[src/rtl/rtu_frm_pkg.sv]
// Shared types, status codes and CRC helper for the RTU response frame checker.
`default_nettype none
package rtu_frm_pkg;

   localparam logic [7:0]  MIN_FRAME_LEN = 8'd5;
   localparam logic [15:0] CRC_INIT      = 16'hFFFF;
   localparam logic [15:0] CRC_POLY      = 16'hA001;
   localparam logic [7:0]  DATA_BYTES_WR = 8'd4;
   localparam logic [7:0]  FUNC_WR_COIL  = 8'd5;
   localparam logic [7:0]  FUNC_WR_REG   = 8'd6;

   localparam logic [7:0] RST_SLAVE    = 8'd1;
   localparam logic [7:0] RST_FUNCTION = 8'd3;
   localparam logic [7:0] RST_LENGTH   = 8'd8;

   typedef enum logic [1:0] {
      REG_SLAVE    = 2'd0,
      REG_FUNCTION = 2'd1,
      REG_LENGTH   = 2'd2
   } reg_index_type;

   typedef enum logic [2:0] {
      ST_OK        = 3'd0,
      ST_TIMEOUT   = 3'd1,
      ST_EXCEPTION = 3'd2,
      ST_CRC       = 3'd3,
      ST_SLAVE     = 3'd4,
      ST_FUNCTION  = 3'd5
   } status_type;

   typedef enum logic {
      ACT_BYTE    = 1'b0,
      ACT_TIMEOUT = 1'b1
   } action_type;

   typedef struct packed {
      logic       action;
      logic [7:0] rx_byte;
   } req_type;

   typedef struct packed {
      logic [2:0] status;
      logic [7:0] exception_code;
      logic [7:0] resp_slave;
      logic [7:0] resp_function;
      logic [7:0] data_bytes;
      logic [7:0] frame_length;
   } rsp_type;

   typedef struct packed {
      logic [7:0] expected_slave;
      logic [7:0] expected_function;
      logic [7:0] expected_length;
   } cfg_type;

   function automatic logic [15:0] crc_byte(input logic [15:0] crc, input logic [7:0] b);
      logic [15:0] c;
      c = crc ^ {8'h00, b};
      for (int i = 0; i < 8; i++) begin
         if (c[0]) begin
            c = (c >> 1) ^ CRC_POLY;
         end else begin
            c = c >> 1;
         end
      end
      return c;
   endfunction

endpackage
`default_nettype wire

[src/rtl/rtu_frm_core.sv]
// Frame state, CRC update and status decision for one request per cycle while fire is high.
`default_nettype none
module rtu_frm_core
   import rtu_frm_pkg::*;
(
   input  wire logic    clock,
   input  wire logic    reset,
   input  wire logic    fire,
   input  wire req_type item,
   input  wire cfg_type cfg,
   output logic         produce,
   output rsp_type      result
);

   logic [15:0] crc_ff, crc_in;
   logic [7:0]  count_ff, count_in;
   logic [7:0]  addr_ff, addr_in;
   logic [7:0]  func_ff, func_in;
   logic [7:0]  third_ff, third_in;
   logic        done_ff, done_in;

   logic [7:0]  len;
   logic        exc_frame;
   logic        complete;
   logic [7:0]  rep_addr, rep_func, rep_third, rep_count;

   assign len = (cfg.expected_length < MIN_FRAME_LEN) ? MIN_FRAME_LEN : cfg.expected_length;

   always_comb begin
      crc_in   = crc_ff;
      count_in = count_ff;
      addr_in  = addr_ff;
      func_in  = func_ff;
      third_in = third_ff;
      done_in  = done_ff;
      produce  = 1'b0;
      exc_frame = 1'b0;
      complete  = 1'b0;
      rep_addr  = addr_ff;
      rep_func  = func_ff;
      rep_third = third_ff;
      rep_count = count_ff;
      result.status         = ST_TIMEOUT;
      result.exception_code = 8'h00;
      if (item.action == ACT_TIMEOUT) begin
         produce  = !done_ff;
         crc_in   = CRC_INIT;
         count_in = 8'd0;
         addr_in  = 8'd0;
         func_in  = 8'd0;
         third_in = 8'd0;
         done_in  = 1'b0;
      end else if (!done_ff) begin
         if (count_ff == 8'd0) addr_in = item.rx_byte;
         if (count_ff == 8'd1) func_in = item.rx_byte;
         if (count_ff == 8'd2) third_in = item.rx_byte;
         crc_in   = crc_byte(crc_ff, item.rx_byte);
         count_in = count_ff + 8'd1;
         exc_frame = func_in[7] && (count_in >= 8'd2);
         complete  = (exc_frame && count_in == MIN_FRAME_LEN) || (count_in >= len);
         done_in   = complete;
         produce   = complete;
         rep_addr  = addr_in;
         rep_func  = func_in;
         rep_third = third_in;
         rep_count = count_in;
         if (exc_frame) begin
            result.status         = ST_EXCEPTION;
            result.exception_code = third_in;
         end else if (crc_in != 16'h0000) begin
            result.status = ST_CRC;
         end else if (addr_in != cfg.expected_slave) begin
            result.status = ST_SLAVE;
         end else if (func_in != cfg.expected_function) begin
            result.status = ST_FUNCTION;
         end else begin
            result.status = ST_OK;
         end
      end
      result.resp_slave    = rep_addr;
      result.resp_function = rep_func;
      result.data_bytes    = (rep_func == FUNC_WR_COIL || rep_func == FUNC_WR_REG) ?
                             DATA_BYTES_WR : rep_third;
      result.frame_length  = rep_count;
   end

   always_ff @(posedge clock) begin
      if (reset) begin
         crc_ff   <= CRC_INIT;
         count_ff <= 8'd0;
         addr_ff  <= 8'd0;
         func_ff  <= 8'd0;
         third_ff <= 8'd0;
         done_ff  <= 1'b0;
      end else if (fire) begin
         crc_ff   <= crc_in;
         count_ff <= count_in;
         addr_ff  <= addr_in;
         func_ff  <= func_in;
         third_ff <= third_in;
         done_ff  <= done_in;
      end
   end

endmodule
`default_nettype wire

[src/rtl/rtu_response_frame_checker_unit.sv]
// An accepted request passes the input register and then the result register, which drives rsp_valid.
// Throughput: one request per cycle without rsp_stall; byte-wide CRC and compares in one stage.
// A request that ends no frame gives no response.
// Reset (synchronous): frame state restarts, CRC to 0xFFFF, registers to 1, 3, 8.
// No clearing pass: requests are taken from the first cycle after reset.
// Top level of the RTU response frame checker: handshake stages and registers.
`default_nettype none
module rtu_response_frame_checker_unit
   import rtu_frm_pkg::*;
(
   input  wire logic       clock,
   input  wire logic       reset,
   input  wire logic       req_valid,
   output logic            req_stall,
   input  wire req_type    req_data,
   output logic            rsp_valid,
   input  wire logic       rsp_stall,
   output rsp_type         rsp_data,
   input  wire logic       csr_valid,
   output logic            csr_ready,
   input  wire logic [1:0] csr_index,
   input  wire logic [7:0] csr_data
);

   cfg_type cfg_ff;
   logic    in_valid_ff;
   req_type in_ff;
   logic    out_valid_ff;
   rsp_type out_ff;
   logic    proc_fire;
   logic    produce;
   rsp_type result;

   assign csr_ready = 1'b1;
   assign proc_fire = in_valid_ff && (!out_valid_ff || !rsp_stall);
   assign req_stall = in_valid_ff && !proc_fire;
   assign rsp_valid = out_valid_ff;
   assign rsp_data  = out_ff;

   always_ff @(posedge clock) begin
      if (reset) begin
         cfg_ff.expected_slave    <= RST_SLAVE;
         cfg_ff.expected_function <= RST_FUNCTION;
         cfg_ff.expected_length   <= RST_LENGTH;
      end else if (csr_valid && csr_ready) begin
         case (csr_index)
            REG_SLAVE:    cfg_ff.expected_slave    <= csr_data;
            REG_FUNCTION: cfg_ff.expected_function <= csr_data;
            REG_LENGTH:   cfg_ff.expected_length   <= csr_data;
            default: ;
         endcase
      end
   end

   always_ff @(posedge clock) begin
      if (reset) begin
         in_valid_ff <= 1'b0;
      end else if (!req_stall) begin
         in_valid_ff <= req_valid;
      end
      if (!req_stall && req_valid) begin
         in_ff <= req_data;
      end
   end

   rtu_frm_core u_core (
      .clock   (clock),
      .reset   (reset),
      .fire    (proc_fire),
      .item    (in_ff),
      .cfg     (cfg_ff),
      .produce (produce),
      .result  (result)
   );

   always_ff @(posedge clock) begin
      if (reset) begin
         out_valid_ff <= 1'b0;
      end else if (proc_fire) begin
         out_valid_ff <= produce;
      end else if (!rsp_stall) begin
         out_valid_ff <= 1'b0;
      end
      if (proc_fire && produce) begin
         out_ff <= result;
      end
   end

`ifndef NO_ASSERTIONS
   a_drain_free: assert property (@(posedge clock) disable iff (reset)
      (in_valid_ff && !out_valid_ff) |-> !req_stall)
      else $error("stall raised with an empty result register");

   a_exc_code: assert property (@(posedge clock) disable iff (reset)
      (rsp_valid && rsp_data.status != ST_EXCEPTION) |-> (rsp_data.exception_code == 8'h00))
      else $error("exception code set outside an exception response");

   a_capture: assert property (@(posedge clock) disable iff (reset)
      (req_valid && !req_stall) |=> in_valid_ff)
      else $error("accepted request not held in the input register");
`endif

endmodule
`default_nettype wire
[config.mk]
export PLATFORM = sky130hd
export DESIGN_NAME = rtu_response_frame_checker_unit
export DESIGN_NICKNAME = d
export VERILOG_FILES = /design/src/rtl/rtu_frm_pkg.sv /design/src/rtl/rtu_frm_core.sv /design/src/rtl/rtu_response_frame_checker_unit.sv
export SDC_FILE = /design/constraint.sdc
export NUM_CORES = 1
export LEC_CHECK = 0
export BUFFER_PORTS_ARGS = -buffer_cell sky130_fd_sc_hd__buf_4
export CELL_PAD_IN_SITES_DETAIL_PLACEMENT = 0
export CELL_PAD_IN_SITES_GLOBAL_PLACEMENT = 1
export CORE_MARGIN = 4
export CORE_UTILIZATION = 30
export CTS_CLUSTER_DIAMETER = 30
export DETAILED_ROUTE_END_ITERATION = 6
export PLACE_DENSITY = 0.66
export SLEW_MARGIN = 15
export SYNTH_ARGS = -nofsm -noshare
export SYNTH_HDL_FRONTEND = slang
export SYNTH_SLANG_ARGS = --single-unit
[constraint.sdc]
create_clock -name clock -period 5 [get_ports clock]
set_clock_uncertainty 0.2 [all_clocks]
set_input_delay 1 -clock clock [delete_from_list [all_inputs] [get_ports clock]]
set_output_delay 1 -clock clock [all_outputs]
set_load 0.05 [all_outputs]
# Word level (Yosys, flattened, before mapping)
# Index checks and enable logic that the tools add are counted.
[totals]
ff_bits = 127
latchBits = 0
ramBits = 0
mem_bits_ro = 0
inputBits = 24
out_inout_bits = 46
word_cells = 125
memories = 0
[classes]
addsub = 1
mul = 0
div_mod_pow = 0
magnitude_cmp = 3
n_eq_ne = 11
n_shift = 0
muxes = 56
n_bitwise = 10
n_reduce_logical = 24
[ops]
columns = ["cell", "n"]
rows = [
  ["$mux W16", 26],
  ["$mux W8", 20],
  ["$eq A8 B3 Y1 const B", 3],
  ["$not A2 Y3", 8],
  ["$ne A8 B8 Y1", 2],
  ["$reduce_bool A16 Y1", 1],
  ["$xor A16 B8 Y16", 1],
  ["$add A8 B1 Y8 const B", 1],
  ["$eq A8 B1 Y1 const B", 1],
  ["$eq A8 B2 Y1 const B", 1],
  ["$ge A8 B2 Y1 const B", 1],
  ["$ge A8 B8 Y1", 1],
  ["$logic_not A8 Y1", 1],
  ["$lt A8 B3 Y1 const B", 1],
  ["$reduce_and A2 Y1", 4],
  ["$logic_and A1 B1 Y1", 6],
  ["$mux W1", 6],
  ["$mux W3", 2],
  ["$logic_not A1 Y1", 5],
  ["$mux W2", 2],
  ["$reduce_or A4 Y1", 1],
  ["$logic_or A1 B1 Y1", 3],
  ["$reduce_or A3 Y1", 1],
  ["$eq A2 B1 Y1 const B", 1],
  ["6 further kinds", 6],
]

# Longest topological paths before layout
[logic_depth]
ltp_word = 36
depth_mapped = 11
mapped_depth_nobuf = 11

# Modules after synthesis
# From an unflattened synthesis, not the netlist that was laid out.
[hier_totals]
hier_cells = 593
hier_area_um2 = 6222.2
[by_module_without_submodules]
columns = ["mod", "n_inst", "cells_each", "area_per_inst_um2", "seq_area_each_um2"]
rows = [
  ["rtu_frm_core", 1, 433, 3543.4, 980.9],
  ["rtu_response_frame_checker_unit", 1, 160, 2678.8, 2082.0],
]

# Least setup slack after synthesis
# Ideal clock, no wire load.
[synth_timing]
kind = "reg-to-reg"
from = "register u_core.count_ff[1]"
to = "register out_ff, in the netlist rsp_data[0] (enable)"
setup_time_ns = 0.458
t_arrival_ns = 4.005
required_ns = 4.342
path_slack_ns = 0.337
path_stages_with_launch = 9
path_buffers = 1
period_less_slack_ns = 4.663
path_cell_list = "dfxtp_1 ha_1 clkbuf_1 and3_1 nand3_1 a2111oi_0 a41o_1 a21oi_1 a21oi_1"
[synth_via]
elab_chain_cells = 10
elab_cells_between_ends = 14
classes_between = "1 x add/sub; 2 x order compare; 2 x eq/ne; 5 x mux; 4 x reduce/logical"
[synth_lines]
columns = ["element", "line_no", "rtl"]
rows = [
  ["start, declared", "rtu_frm_core.sv:16", "logic [7:0] count_ff, count_in;"],
  ["start signal, assigned", "rtu_frm_core.sv:97", "count_ff <= count_in;"],
  ["parallel branches: the longest is 6 deep, another holds $add A8 B1 Y8", "n/a", ""],
  ["$logic_or A1 B1 Y1 *", "rtu_frm_core.sv:60", "complete = (exc_frame && count_in == MIN_FRAME_LEN) || (count_in >= len);"],
  ["$mux W1 *", "rtu_frm_core.sv:53", "end else if (!done_ff) begin"],
  ["$mux W1 *", "rtu_frm_core.sv:45", "if (item.action == ACT_TIMEOUT) begin"],
  ["$logic_and A1 B1 Y1 *", "rtu_response_frame_checker_unit.sv:84", "if (proc_fire && produce) begin"],
  ["end signal, assigned", "rtu_response_frame_checker_unit.sv:85", "out_ff <= result;"],
  ["end, declared", "rtu_response_frame_checker_unit.sv:29", "rsp_type out_ff;"],
]
# Every way passes the cells marked *. The select of a mux whose other input is x is not followed.
# A chain may end at the register's enable or synchronous reset.

# Worst setup path in the final report
[layout_timing]
from = "register u_core.count_ff[0]"
to = "register out_ff, in the netlist rsp_data[14] (enable)"
# Same word-level chain as after synthesis.

==> results.py <==
metrics = {
    "timing": {
        "setup_viol": 0,
        "slew_viol_final": 0,
        "period_needed_ns": 3.70,
        "setup_ws_ns": 1.30,
        "worst_slew_pin_slew_ns": 1.02,
        "slew-limit-headroom_pct": 31.7,
        "hold_viol": 0,
        "tns_ns": 0,
        "rsz0062_at_grt": "false",
        "period_share_pct": 74.0,
        "fmax_mhz": 270,
    },
    "critical_path": {
        "rrSetupSlack_ns": 1.30,
        "cp.arrival_ns": 3.59,
        "start_kind": "register",
        "required_ns": 4.89,
        "critPathMaxFanout": 28,
        "crit_path_end_kind": "register",
        "criticalPathCategory": "register to register",
    },
    "cts": {
        "clock-root-buffer": "clkbuf_16",
        "cts.path.max_buffers": 2,
        "cts_tree": "done",
        "cts.sinks": 127,
        "postCtsHoldBufs": 0,
        "post_cts_buffers": 0,
        "cts_max_level": 4,
        "cts_resized": 0,
        "clock_latency_ns": 0.42,
        "cts_inserted_buffers": 17,
        "clk_pin_slew_worst_paths_ns": 0.05,
    },
    "floorplanning": {
        "die_h_um": 152,
        "start_util_pct": 30.6,
        "ioPinCount": 70,
        "rows": 52,
        "fp.dieArea_mm2": 0.0230,
        "die_w_um": 152,
        "coreArea_mm2": 0.0203,
    },
    "drt": {
        "route.met2.wl_mm": 7.89,
        "detail_route.first_pass.iterations": 4,
        "drt-vias-per-instance": 5.07,
        "wl_met1_mm": 7.90,
        "wire_per_inst_um": 17.8,
        "drt-initial-drc-count": 387,
        "dr.max_layer_used": "met4",
        "wirelength_mm": 17.0,
        "ant_nets": 0,
        "route.detailed.drc": 0,
        "vias": 4866,
        "routed-wl-met3_um": 972,
    },
    "yosys": {
        "synthArstFlopShare_pct": 0,
        "synth_warnings": 0,
        "post_synth_num_cell_types": 61,
        "synth_edf_count": 52,
        "netlist_top_cells_area": "edfxtp_1 (25%), dfxtp_1 (24%), nor2_1 (5.3%)",
        "yosysTopAreaCell": "edfxtp_1",
        "ys_seq_area_share_pct": 49.4,
        "netlist.area_leader.share_pct": 25.2,
        "synth_area_mm2": 0.00620,
        "dominantRegCellSynth": "dfxtp_1",
        "synth_nets": 656,
        "syn_inst": 619,
        "syn_avg_cell_area_um2": 10.0,
        "yosys_register_bits": 127,
    },
    "power_and_ir_drop": {
        "p_total_mw": 2.69,
        "peakVddDrop_mv": 0.217,
        "p_per_area_mw_per_mm2": 359,
        "leakagePower_nw": 2.84,
    },
    "finish": {
        "layout_common_cells": "nor2_1 (87), dfxtp_1 (75), buf_4 (74)",
        "n_fill_cell": 2059,
        "nets": 713,
        "drive_above_1_share_pct": 18.3,
        "final_cell_count_no_fill": 959,
        "final_common_cell": "nor2_1",
        "num_antenna_cells": 0,
        "syn_to_final_growth_pct": 20.6,
    },
    "global_routing": {
        "grt_util_all_layers_pct": 14.7,
        "grt_pass1_wl_mm": 27.0,
        "antenna_found_initial": 0,
        "grt_pass1_vias": 4711,
        "grt_overflow_total": 0,
        "grt_max_degree": 64,
    },
    "job": {
        "drv_cap": 0,
    },
    "place": {
        "io_buffers": 68,
        "place_ws_ns": 1.28,
        "dpl.hpwl_mm": 12.3,
        "numPlacedInstances": 927,
        "gp_congestion": 0.866,
    },
    "outcome": {
        "outcome": "completed",
    },
    "min_path": {
        "holdCritPathClass": "register to register",
    },
}
## final timing paths
| path | start | end | cells past startpoint |
|---|---|---|---|
| worst max register to register | u_core.count_ff[0] | rsp_data[14] | 8 |
| worst max-delay path | u_core.count_ff[0] | rsp_data[14] | 8 |
| worst min register to register | cfg_ff[7] | cfg_ff[7] | 2 |
| worst min-delay path | cfg_ff[7] | cfg_ff[7] | 2 |
## power by group
group	total (mW)	switching, mW	leakage (nW)	internal [mW]
clock	1.20	0.448	0.279	0.755
sequential	1.15	0.0375	1.08	1.12
combinational	0.328	0.199	1.49	0.128
total	2.69	0.685	2.84	2.00
## per-layer routing
layer  vias to the layer above  global-route usage [%]
li1                       2336                       -
met1                      2356                    19.7
met2                       156                    23.1
met3                        18                    4.38
met4                         0                    4.58
met5                         -                       0
## state kept, by name, indices dropped and copies added (netlist names), 8 cells and up
signal	cells
u_core.third_ff	8
u_core.addr_ff	8
rsp_data	43
u_core.count_ff	8
u_core.crc_ff	16
u_core.func_ff	8
in_ff	9
cfg_ff	24
## synthesized netlist by cell type, drive strengths merged, types with 6 or more instances
master  instances
nor2           88
xnor2          37
xor2           11
nor4            6
nor3            6
mux2i          22
o21ai          26
nand2          47
dfxtp          75
clkbuf         27
edfxtp         52
a22oi          26
inv            24
a21oi          30
mux2           14
nand3          19
buf             9
a221o          12
ha             13
nand2b          9
## worst max-delay path, stage by stage (launching register included)
cell	delay, ns
dfxtp_1	0.52
ha_1	0.42
and3_1	0.25
nand3_1	0.08
a2111oi_0	0.56
a41o_1	0.26
a21oi_1	0.10
a21oi_4	0.54
buf_4	0.43
## cell type report
| cell class | count | area (um2) | share of cell area [%] |
|---|---|---|---|
| inverter | 24 | 90.1 | 1.20 |
| timing repair buffer | 74 | 556 | 7.42 |
| tap | 270 | 338 | 4.52 |
| clock inverter | 11 | 116 | 1.56 |
| clock buffer | 21 | 460 | 6.15 |
| sequential | 127 | 3060 | 40.9 |
| multi-input combinational | 432 | 2860 | 38.2 |
## kinds of logic (layout without fill, tap and decap cells)
group	after synthesis	in the layout	synth area share [%]
compound gates	131	131	14.3
buf+inv	60	130	4.78
mux	36	36	6.21
simple gates	202	202	15.5
flops	127	127	49.4
xor+xnor	49	49	7.16
fa+ha+maj	13	13	2.62
other cells	1	1	0.0605
## through the flow
step / hold WS, ns / area, um2 / utilization (%)
after floorplan: 0.259 / 6200 / -
after global placement: 0.279 / 6900 / 34.0
after detailed placement: 0.289 / 6910 / 34.0
after CTS: 0.297 / 7480 / 36.9
after global routing: 0.316 / 7480 / 36.9
final: 0.302 / 7480 / 36.9
(Power assumes the default switching activity.)
